===== config.mk =====
export PLATFORM = sky130hd
export DESIGN_NAME = hsu_dot
export DESIGN_NICKNAME = d
export VERILOG_FILES = /design/src/rtl/hsu_pkg.sv /design/src/rtl/hsu_dot.sv
export SDC_FILE = /design/constraint.sdc
export NUM_CORES = 2
export LEC_CHECK = 0
export BUFFER_PORTS_ARGS = -buffer_cell sky130_fd_sc_hd__buf_4
export CAP_MARGIN = 0
export CORE_AREA = 2 2 239 241
export DETAILED_ROUTE_END_ITERATION = 10
export DIE_AREA = 0 0 241 243
export GPL_TIMING_DRIVEN = 0
export PLACE_DENSITY = 0.9
export SYNTH_ARGS = -nofsm -noshare
export SYNTH_HDL_FRONTEND = slang
export SYNTH_SLANG_ARGS = --single-unit

===== constraint.sdc =====
create_clock -name clock -period 9.8 [get_ports clock]
set_clock_uncertainty 0.05 [all_clocks]
set_input_delay 1.96 -clock clock [delete_from_list [all_inputs] [get_ports clock]]
set_output_delay 1.96 -clock clock [all_outputs]
set_load 0.02 [all_outputs]

===== src/rtl/hsu_pkg.sv =====
`default_nettype none
package hsu_pkg;

   localparam int SITES  = 64;
   localparam int SITE_W = $clog2(SITES);

   localparam int COMP_W = 16;
   localparam int SPIN_W = 3 * COMP_W;
   localparam int J_W    = 8;
   localparam int J2_W   = J_W + 1;
   localparam int D_W    = COMP_W + 1;
   localparam int PROD_W = D_W + COMP_W;
   localparam int DOT_W  = PROD_W + 2;
   localparam int ACC_W  = DOT_W + SITE_W;
   localparam int DE_W   = ACC_W + J2_W;
   localparam int E_W    = 48;

   localparam logic signed [J_W-1:0] COUPLING_RESET = -8'sd16;

   localparam logic FUNC_LOAD    = 1'b0;
   localparam logic FUNC_PROPOSE = 1'b1;

   typedef struct packed {
      logic pend;
      logic valid;
   } hsu_dot_status_type;

endpackage
`default_nettype wire


===== src/rtl/hsu_dot.sv =====
`default_nettype none
module hsu_dot
   import hsu_pkg::*;
(
   input  wire logic                     clock,
   input  wire logic                     reset,
   input  wire logic                     in_valid,
   input  wire logic signed [D_W-1:0]    d_x,
   input  wire logic signed [D_W-1:0]    d_y,
   input  wire logic signed [D_W-1:0]    d_z,
   input  wire logic [SPIN_W-1:0]        spin,
   output hsu_dot_status_type            status,
   output logic signed [DOT_W-1:0]       dot
);

   logic signed [COMP_W-1:0] s_x, s_y, s_z;
   logic signed [PROD_W-1:0] p_x_ff, p_y_ff, p_z_ff;
   logic signed [PROD_W-1:0] p_x_in, p_y_in, p_z_in;
   logic signed [DOT_W-1:0]  dot_ff, dot_in;
   logic                     p_v_ff, dot_v_ff;

   assign s_x = $signed(spin[COMP_W-1:0]);
   assign s_y = $signed(spin[2*COMP_W-1:COMP_W]);
   assign s_z = $signed(spin[3*COMP_W-1:2*COMP_W]);

   assign p_x_in = d_x * s_x;
   assign p_y_in = d_y * s_y;
   assign p_z_in = d_z * s_z;

   assign dot_in = DOT_W'(p_x_ff) + DOT_W'(p_y_ff) + DOT_W'(p_z_ff);

   always_ff @(posedge clock) begin
      if (reset) begin
         p_v_ff   <= 1'b0;
         dot_v_ff <= 1'b0;
      end else begin
         p_v_ff   <= in_valid;
         dot_v_ff <= p_v_ff;
      end
   end

   always_ff @(posedge clock) begin
      p_x_ff <= p_x_in;
      p_y_ff <= p_y_in;
      p_z_ff <= p_z_in;
      dot_ff <= dot_in;
   end

   assign status.pend  = p_v_ff;
   assign status.valid = dot_v_ff;
   assign dot          = dot_ff;

endmodule
`default_nettype wire


==> impl_metrics.env <==
export IMPL_core_area_um2=56000
export IMPL_yosysMostFrequentCell="inv_1"
export IMPL_cts_resized=0
export IMPL_syn_area_um2=36000
export IMPL_antenna_found_initial=5
export IMPL_rows=87
export IMPL_drive_gt1_frac=0.0445
export IMPL_crit_path_end_kind="flop"
export IMPL_critical_path_arrival_ns=9.24
export IMPL_grt_pass1_vias=29700
export IMPL_worst_slack_ns=0.841
export IMPL_cts_htree_levels=4
export IMPL_hp_class="reg -> reg"
export IMPL_crit_fanout=10
export IMPL_gp_congestion=0.988
export IMPL_fin_tns_setup_ns=0
export IMPL_yosys_top_cells_area="fa_1 48%, ha_1 9.9%, inv_1 9.5%"
export IMPL_cts_sinks=136
export IMPL_crit_slowest_cell="or4b_1"
export IMPL_seq_area_frac_synth=0.0756
export IMPL_status="completed"
export IMPL_grt_overflow=0
export IMPL_post_cts_buffers=0
export IMPL_maxCapViolCount=0
export IMPL_avgSynthCellArea_um2=9.39
export IMPL_grt_max_degree=17
export IMPL_setup_violations_final=0
export IMPL_dpl_hpwl_um=78200
export IMPL_clockBufferDepth=2
export IMPL_synthFlopType="dfxtp_1"
export IMPL_via_per_inst=5.71
export IMPL_route_vias_total=27200
export IMPL_cpMostUsedCell="fa_1"
export IMPL_synthCells=3836
export IMPL_clock_latency_ns=0.43
export IMPL_fmax_ghz=0.112
export IMPL_async_reset_ff_frac=0
export IMPL_pre_cts_ws_ns=0.696
export IMPL_cts_tree="built"
export IMPL_hold_violations=0
export IMPL_ys_ff_latch=136
export IMPL_root_buffer="clkbuf_16"
export IMPL_yosysWarningCount=0
export IMPL_dieArea_um2=58600
export IMPL_wl_per_cell_um=19.4
export IMPL_grt_pass1_wl_um=151000
export IMPL_start_util=0.644
export IMPL_port_buffers=129
export IMPL_period_share=0.914
export IMPL_clk_pin_slew_ns=0.07
export IMPL_cts_hold_buf=0
export IMPL_rsz0062_at_grt="false"
export IMPL_num_nets_final=5233
export IMPL_antenna_left=0
export IMPL_synth_cell_types=68
export IMPL_synthesis_nets=5085
export IMPL_worst_pin_slew_ns=0.943
export IMPL_routed_wl_um=92500
export IMPL_synth_edff_count=0
export IMPL_yosys_area_top_type_share=0.479
export IMPL_area_growth_pct=7.08
export IMPL_die_w_um=241
export IMPL_yosysTopAreaCell="fa_1"
export IMPL_required_ns=10.08
export IMPL_criticalPathCategory="in -> reg"
export IMPL_fp_dieH_um=243
export IMPL_critPathLaunchType="primary input"
export IMPL_ioPinCount=139
export IMPL_period_minus_slack_ns=8.96
export IMPL_place_inst=4721
export IMPL_synthTopCellsByCount="915 x inv_1, 862 x fa_1, 431 x nand2_1, 396 x and2_1, 285 x ha_1"
export IMPL_route_detailed_drc=0
export IMPL_drt_iter0_drc=2209
export IMPL_critPathMaxStageDelay_ns=0.67
export IMPL_crit_chain="clkbuf_1 > clkbuf_1 > nand2_1 > fa_1 > inv_1 > fa_1 > inv_1 > fa_1 > inv_1 > fa_1 > fa_1 > inv_1 > fa_1 > inv_1 > ha_1 > and3_1 > nand3_1 > or4b_1 > a21o_1 > a31oi_1 > o31ai_1 > mux2i_1 > a2111oi_2"
export IMPL_slew_viol_final=0
export IMPL_dr_pass1_iters=7
export IMPL_instances_no_fill=4758
export IMPL_slew_headroom=0.361
export IMPL_numCtsBuffers=17
export IMPL_grt_usage=0.332
-- final cells by class --
type	instances	area, µm²
Multi-Input combinational cell	2669	29400
Fill cell	4092	17400
Inverter	915	3430
Sequential cell	136	2720
Timing Repair Buffer	129	968
Tap cell	756	946
Buffer	116	443
Clock buffer	17	425
Clock inverter	15	199
Antenna cell	5	12.5
-- worst max-delay path: cells and delay by family --
| kind | cells | cell delay [ns] |
|---|---|---|
| adders and majority gates | 7 | 3.41 |
| muxes | 1 | 0.16 |
| and+or+nand+nor | 4 | 1.22 |
| buffers and inverters | 7 | 1.27 |
| AOI/OAI and AO/OA | 4 | 1.19 |
-- through the flow --
step	util	cell area (µm²)	hold slack (ns)
2_1_floorplan	-	36000	0.389
3_3_place_gp	0.678	37900	0.404
3_5_place_dp	0.678	37900	0.416
4_1_cts	0.689	38600	0.424
5_1_grt	0.689	38600	0.432
6_report	0.689	38600	0.418
-- layout by cell type (no fill, tap or decap), types with 21 or more instances in the layout --
| master | netlist | layout |
|---|---|---|
| a21o_1 | 43 | 43 |
| a21oi_1 | 96 | 96 |
| and2_1 | 396 | 396 |
| buf_4 | 2 | 131 |
| clkbuf_1 | 113 | 113 |
| dfxtp_1 | 136 | 136 |
| fa_1 | 862 | 862 |
| ha_1 | 285 | 285 |
| inv_1 | 915 | 915 |
| nand2_1 | 431 | 431 |
| nand2b_1 | 21 | 21 |
| nand3_1 | 23 | 23 |
| nor2_1 | 109 | 109 |
| nor3_1 | 28 | 28 |
| o21ai_0 | 58 | 58 |
| xnor2_1 | 94 | 94 |
| xor2_1 | 29 | 29 |
-- state kept, by name, indices dropped and copies added (netlist names) --
| register | count |
|---|---|
| p_y_ff | 33 |
| dot_v_ff | 1 |
| dot | 35 |
| p_x_ff | 33 |
| p_z_ff | 33 |
| p_v_ff | 1 |
-- path summary, 6_finish.rpt --
kind              startpoint  cells past startpoint    endpoint  slack, ns
setup / recovery     spin[8]                     23  p_x_ff[32]       0.84
hold / removal        p_v_ff                      1    dot_v_ff       0.42
setup reg to reg   p_x_ff[1]                     11     dot[33]       5.99
hold reg to reg       p_v_ff                      1    dot_v_ff       0.42
-- metal layers --
metal	GRT usage	part of all wire
met1	0.428	0.37
met2	0.546	0.49
met3	0.0628	0.097
met4	0.151	0.051
met5	0	0
-- cells by family after synthesis --
group,synth area share
XOR/XNOR,0.0299
AO/OA/AOI/OAI,0.0602
buffers and inverters,0.108
multiplexers,0.000556
AND/OR/NAND/NOR,0.148
adder cells (fa/ha/maj),0.578
flip-flops,0.0756
Power is not shown: default switching activity piles up to over one toggle a cycle in this logic, so the estimate is an artifact.
