File: config.mk
export PLATFORM = sky130hd
export DESIGN_NAME = hsu_ram
export DESIGN_NICKNAME = d
export VERILOG_FILES = /design/src/rtl/hsu_ram.sv
export SDC_FILE = /design/constraint.sdc
export NUM_CORES = 1
export LEC_CHECK = 0
export ABC_AREA = 1
export BUFFER_PORTS_ARGS = -buffer_cell sky130_fd_sc_hd__buf_2
export CORE_ASPECT_RATIO = 0.6
export CORE_UTILIZATION = 30
export DETAILED_ROUTE_END_ITERATION = 8
export GPL_TIMING_DRIVEN = 0
export SYNTH_ARGS = -nofsm -noshare
export SYNTH_HDL_FRONTEND = slang
export SYNTH_SLANG_ARGS = --single-unit
File: constraint.sdc
create_clock -name clock -period 1.82 [get_ports clock]
set_input_delay 0.091 -clock clock [delete_from_list [all_inputs] [get_ports clock]]
set_output_delay 0.091 -clock clock [all_outputs]
set_load 0.01 [all_outputs]
File: src/rtl/hsu_ram.sv
`default_nettype none
module hsu_ram #(
   parameter int WIDTH = 8,
   parameter int DEPTH = 16
) (
   input  wire logic                     clock,
   input  wire logic                     wr_en,
   input  wire logic [$clog2(DEPTH)-1:0] wr_addr,
   input  wire logic [WIDTH-1:0]         wr_data,
   input  wire logic [$clog2(DEPTH)-1:0] rd_addr,
   output logic      [WIDTH-1:0]         rd_data
);

   logic [WIDTH-1:0] mem [DEPTH];

   always_ff @(posedge clock) begin
      if (wr_en) begin
         mem[wr_addr] <= wr_data;
      end
      rd_data <= mem[rd_addr];
   end

endmodule
`default_nettype wire

==> flow_summary.html <==
<table>
<tr><th>Metric</th><th>Value</th></tr>
<tr><th colspan="2">Yosys</th></tr>
<tr><td>Portion of the post-synthesis area used by sequential elements</td><td>69.4%</td></tr>
<tr><td>Synthesized instance count</td><td>around 550</td></tr>
<tr><td>Count of yosys warnings during synthesis</td><td>0</td></tr>
<tr><td>Ranking of synthesized cells by instance count</td><td>sky130_fd_sc_hd__nand2_1 (173), sky130_fd_sc_hd__edfxtp_1 (128), sky130_fd_sc_hd__inv_1 (100)</td></tr>
<tr><td>Primary flip-flop cell chosen by synthesis mapping</td><td>sky130_fd_sc_hd__edfxtp_1</td></tr>
<tr><td>Portion of synthesized cell area occupied by the leading cell type</td><td>around two thirds</td></tr>
<tr><td>Mean instance size in the synthesized netlist</td><td>around 10 um2</td></tr>
<tr><td>Post-synth top area cell</td><td>sky130_fd_sc_hd__edfxtp_1</td></tr>
<tr><td>Number of flops mapped to enable cells by yosys</td><td>roughly 130</td></tr>
<tr><td>Summed instance area of the synthesized netlist</td><td>a little under 6000 um2</td></tr>
<tr><td>Number of flip-flops and latches in the synthesized netlist</td><td>between 100 and 150</td></tr>
<tr><td>Unique masters post-synth</td><td>12</td></tr>
<tr><td>Main area contributors after synthesis</td><td>sky130_fd_sc_hd__edfxtp_1 (67%), sky130_fd_sc_hd__nand2_1 (11%), sky130_fd_sc_hd__nand3_1 (8.4%)</td></tr>
<tr><td>Dominant cell by count in the synthesized netlist</td><td>sky130_fd_sc_hd__nand2_1</td></tr>
<tr><td>Fraction of registers with async set/reset</td><td>0%</td></tr>
<tr><td>Net count of the mapped netlist</td><td>roughly 570</td></tr>
<tr><th colspan="2">Floorplan</th></tr>
<tr><td>Area of the die</td><td>19800 um2</td></tr>
<tr><td>Core area</td><td>approximately 18000 um2</td></tr>
<tr><td>Die Ht</td><td>around 110 um</td></tr>
<tr><td>Effective utilization at floorplan</td><td>a little under a third</td></tr>
<tr><td>Site row count</td><td>38</td></tr>
<tr><td>Width of the die</td><td>181 um</td></tr>
<tr><td>Boundary Pins</td><td>26</td></tr>
<tr><th colspan="2">Timing</th></tr>
<tr><td>Worst-Margin Slew</td><td>~1.1 ns</td></tr>
<tr><td>Highest Clock Rate</td><td>between 0.8 and 0.9 GHz</td></tr>
<tr><td>Setup TNS</td><td>0 ns</td></tr>
<tr><td>Layout Skew</td><td>~0.0085 ns</td></tr>
<tr><td>Unrepaired setup endpoints after global routing</td><td>false</td></tr>
<tr><td>Final period utilization</td><td>approximately 66%</td></tr>
<tr><td>Headroom to the max-slew limit</td><td>between 20% and 30%</td></tr>
<tr><td># setup viols final</td><td>0</td></tr>
<tr><td>Pins over their slew limit</td><td>0</td></tr>
<tr><td>Final Hold Violating Endpoints</td><td>0</td></tr>
<tr><td>Final Critical Period</td><td>1.21 ns</td></tr>
<tr><th colspan="2">CTS</th></tr>
<tr><td>Clock latency on the worst-skew pair</td><td>0.42 ns</td></tr>
<tr><td>Hold-fix buffers, CTS</td><td>0</td></tr>
<tr><td>Clock root buffer</td><td>sky130_fd_sc_hd__clkbuf_16</td></tr>
<tr><td>Cts repair resizes</td><td>0</td></tr>
<tr><td>Count of clock tree sinks</td><td>approximately 140</td></tr>
<tr><td>TritonCTS Buffers</td><td>17</td></tr>
<tr><td>Level count of the clock H-tree</td><td>4</td></tr>
<tr><td>Clock Pin Slew Worst Setup and Hold Paths</td><td>around 0.06 ns</td></tr>
<tr><td>Clock Path Buffers</td><td>2</td></tr>
<tr><td>TritonCTS clock tree</td><td>yes</td></tr>
<tr><td>Postcts setup bufs</td><td>0</td></tr>
<tr><th colspan="2">Finish</th></tr>
<tr><td>Synth-to-layout area growth</td><td>18.3%</td></tr>
<tr><td>Post-layout net count</td><td>610</td></tr>
<tr><td>Final cell count without fillers</td><td>about 850</td></tr>
<tr><td>Fillers</td><td>approximately 1800</td></tr>
<tr><td>Sequential cell area in the final layout</td><td>4000 um2</td></tr>
<tr><td>Fraction of layout instances using a drive strength above 1</td><td>about 13%</td></tr>
<tr><td>Antenna diode count</td><td>0</td></tr>
<tr><td>Total area of multi-input combinational cells</td><td>around 1200 um2</td></tr>
<tr><th colspan="2">Global route</th></tr>
<tr><td>Vias in the first global route</td><td>~3400</td></tr>
<tr><td>Total global routing track utilization</td><td>16.8%</td></tr>
<tr><td>Total overflow reported by the global router</td><td>0</td></tr>
<tr><td>Antenna violations before repair</td><td>0</td></tr>
<tr><td>Wire length of the first global-routing pass</td><td>about 23000 um</td></tr>
<tr><td>Largest net degree at the start of global routing</td><td>17</td></tr>
<tr><th colspan="2">Drt</th></tr>
<tr><td>First DRT Iteration DRCs</td><td>approximately 540</td></tr>
<tr><td>Detailed-route via count</td><td>approximately 3900</td></tr>
<tr><td>Number of remaining DRC errors</td><td>0</td></tr>
<tr><td>Top metal layer carrying routed signals</td><td>met4</td></tr>
<tr><td>WL/cell</td><td>18.5 um</td></tr>
<tr><td>Antenna violation net count after detailed routing</td><td>0</td></tr>
<tr><td>1st-pass router iterations</td><td>5</td></tr>
<tr><td>Met3 wire length</td><td>around 1700 um</td></tr>
<tr><td>Total met2 wirelength after detailed routing</td><td>roughly 5700 um</td></tr>
<tr><td>Vias per inst</td><td>between 4 and 5</td></tr>
<tr><td>Met1 routed wirelength after detailed routing</td><td>roughly 8100 um</td></tr>
<tr><td>Aggregate routed wire length</td><td>about 16000 um</td></tr>
<tr><th colspan="2">Critical path</th></tr>
<tr><td>Arrival time worst endpoint</td><td>between 1 and 1.5 ns</td></tr>
<tr><td>Setup CP Type</td><td>input port to flip-flop</td></tr>
<tr><td>Crit path max fanout</td><td>8</td></tr>
<tr><td>Critical Path Start Type</td><td>input port</td></tr>
<tr><td>Type of element capturing the critical path</td><td>flip-flop</td></tr>
<tr><td>Required time at the worst-slack endpoint</td><td>about 1.9 ns</td></tr>
<tr><th colspan="2">Run status</th></tr>
<tr><td>Result of the run</td><td>finished, final reports clean</td></tr>
<tr><th colspan="2">Worst hold path</th></tr>
<tr><td>Worst hold path class</td><td>input port to flip-flop</td></tr>
<tr><th colspan="2">Place</th></tr>
<tr><td>Count of placed standard cells including taps</td><td>between 800 and 900</td></tr>
<tr><td>Buffers on Ports</td><td>22</td></tr>
<tr><td>DP Wirelength</td><td>between 10000 and 15000 um</td></tr>
<tr><td>Final weighted congestion in routability-driven placement</td><td>between 0.9 and 1</td></tr>
<tr><th colspan="2">Power and ir drop</th></tr>
<tr><td>LEAKAGE</td><td>2.93 nW</td></tr>
<tr><td>Maximum resistive drop on vdd</td><td>around 760 uV</td></tr>
<tr><td>Pwr dens</td><td>around 1100 nW/um2</td></tr>
<tr><th colspan="2">Run</th></tr>
<tr><td>Max_cap viols</td><td>0</td></tr>
</table>
==> cells in the final DEF (no fill, tap or decap) <==
cell type and count:
sky130_fd_sc_hd__nand2_1 173, sky130_fd_sc_hd__edfxtp_1 128, sky130_fd_sc_hd__inv_1 100, sky130_fd_sc_hd__nand3_1 97, sky130_fd_sc_hd__buf_2 35, sky130_fd_sc_hd__nor2_1 17
sky130_fd_sc_hd__clkbuf_16 17, sky130_fd_sc_hd__dfxtp_1 8, sky130_fd_sc_hd__buf_6 6, sky130_fd_sc_hd__bufinv_16 5, sky130_fd_sc_hd__buf_4 4, sky130_fd_sc_hd__clkinv_4 3
sky130_fd_sc_hd__clkinv_2 3, sky130_fd_sc_hd__inv_2 2, sky130_fd_sc_hd__nand3b_1 2, sky130_fd_sc_hd__clkbuf_1 2, sky130_fd_sc_hd__buf_1 1, sky130_fd_sc_hd__clkbuf_8 1
sky130_fd_sc_hd__inv_6 1
==> through the flow <==
step	cell area, um2	setup WS, ns	total power [W]	hold slack [ns]	util (%)
6_report	6820	0.611	0.00782	0.106	37.0
5_1_grt	6820	0.588	0.00802	0.116	37.0
4_1_cts	6820	0.671	0.00781	0.110	37.0
3_5_place_dp	6180	0.230	0.00407	0.486	33.5
3_3_place_gp	6180	0.234	0.00406	0.483	33.5
2_1_floorplan	5770	0.778	0.00384	0.190	-
==> state kept, by name, summed over array words and instances (netlist names) <==
signal   flops
mem        128
rd_data      8
==> critical path, cell delays in order <==
cell                      delay (ns)
sky130_fd_sc_hd__buf_2          0.11
sky130_fd_sc_hd__nand3_1        0.18
sky130_fd_sc_hd__nor2_1         0.86
==> layout make-up <==
type                       instances  area share, %
buffer                            24           2.44
clock buffer                      20           6.55
clock inverter                    12           2.93
inverter                         102           5.61
multi-input combinational        289           17.8
sequential                       136           58.7
tap                              240           4.40
timing repair buffer              22           1.61
==> per-layer routing <==
metal	global-route usage [%]	vias to the layer above
met3	4.37	14
met4	3.93	0
met1	27.6	1859
met2	20.6	200
met5	0	-
li1	-	1858
==> worst paths after layout <==
path,from,end,slack (ns),cells after the start
setup / recovery,wr_en,mem[12][4],0.61,3
hold / removal,wr_data[1],mem[2][1],0.11,1
setup reg to reg,mem[7][7],rd_data[7],0.71,6
hold reg to reg,mem[8][0],rd_data[0],0.75,6
==> cells by family (layout without fill, tap and decap cells) <==
logic type | count (synthesis) | count (layout) | synth area share [%]
AND/OR/NAND/NOR | 289 | 289 | 21.0
buffers and inverters | 126 | 180 | 9.52
flip-flops | 136 | 136 | 69.4
==> power by group <==
group          total, W  internal [W]  leakage, nW  switching, W
Combinational  0.000493      0.000135         1.39      0.000359
Sequential      0.00352       0.00350         1.22     0.0000163
Clock           0.00381       0.00247        0.318       0.00133
Total           0.00782       0.00611         2.93       0.00171
Note: power is estimated with default switching activity, not from simulation.
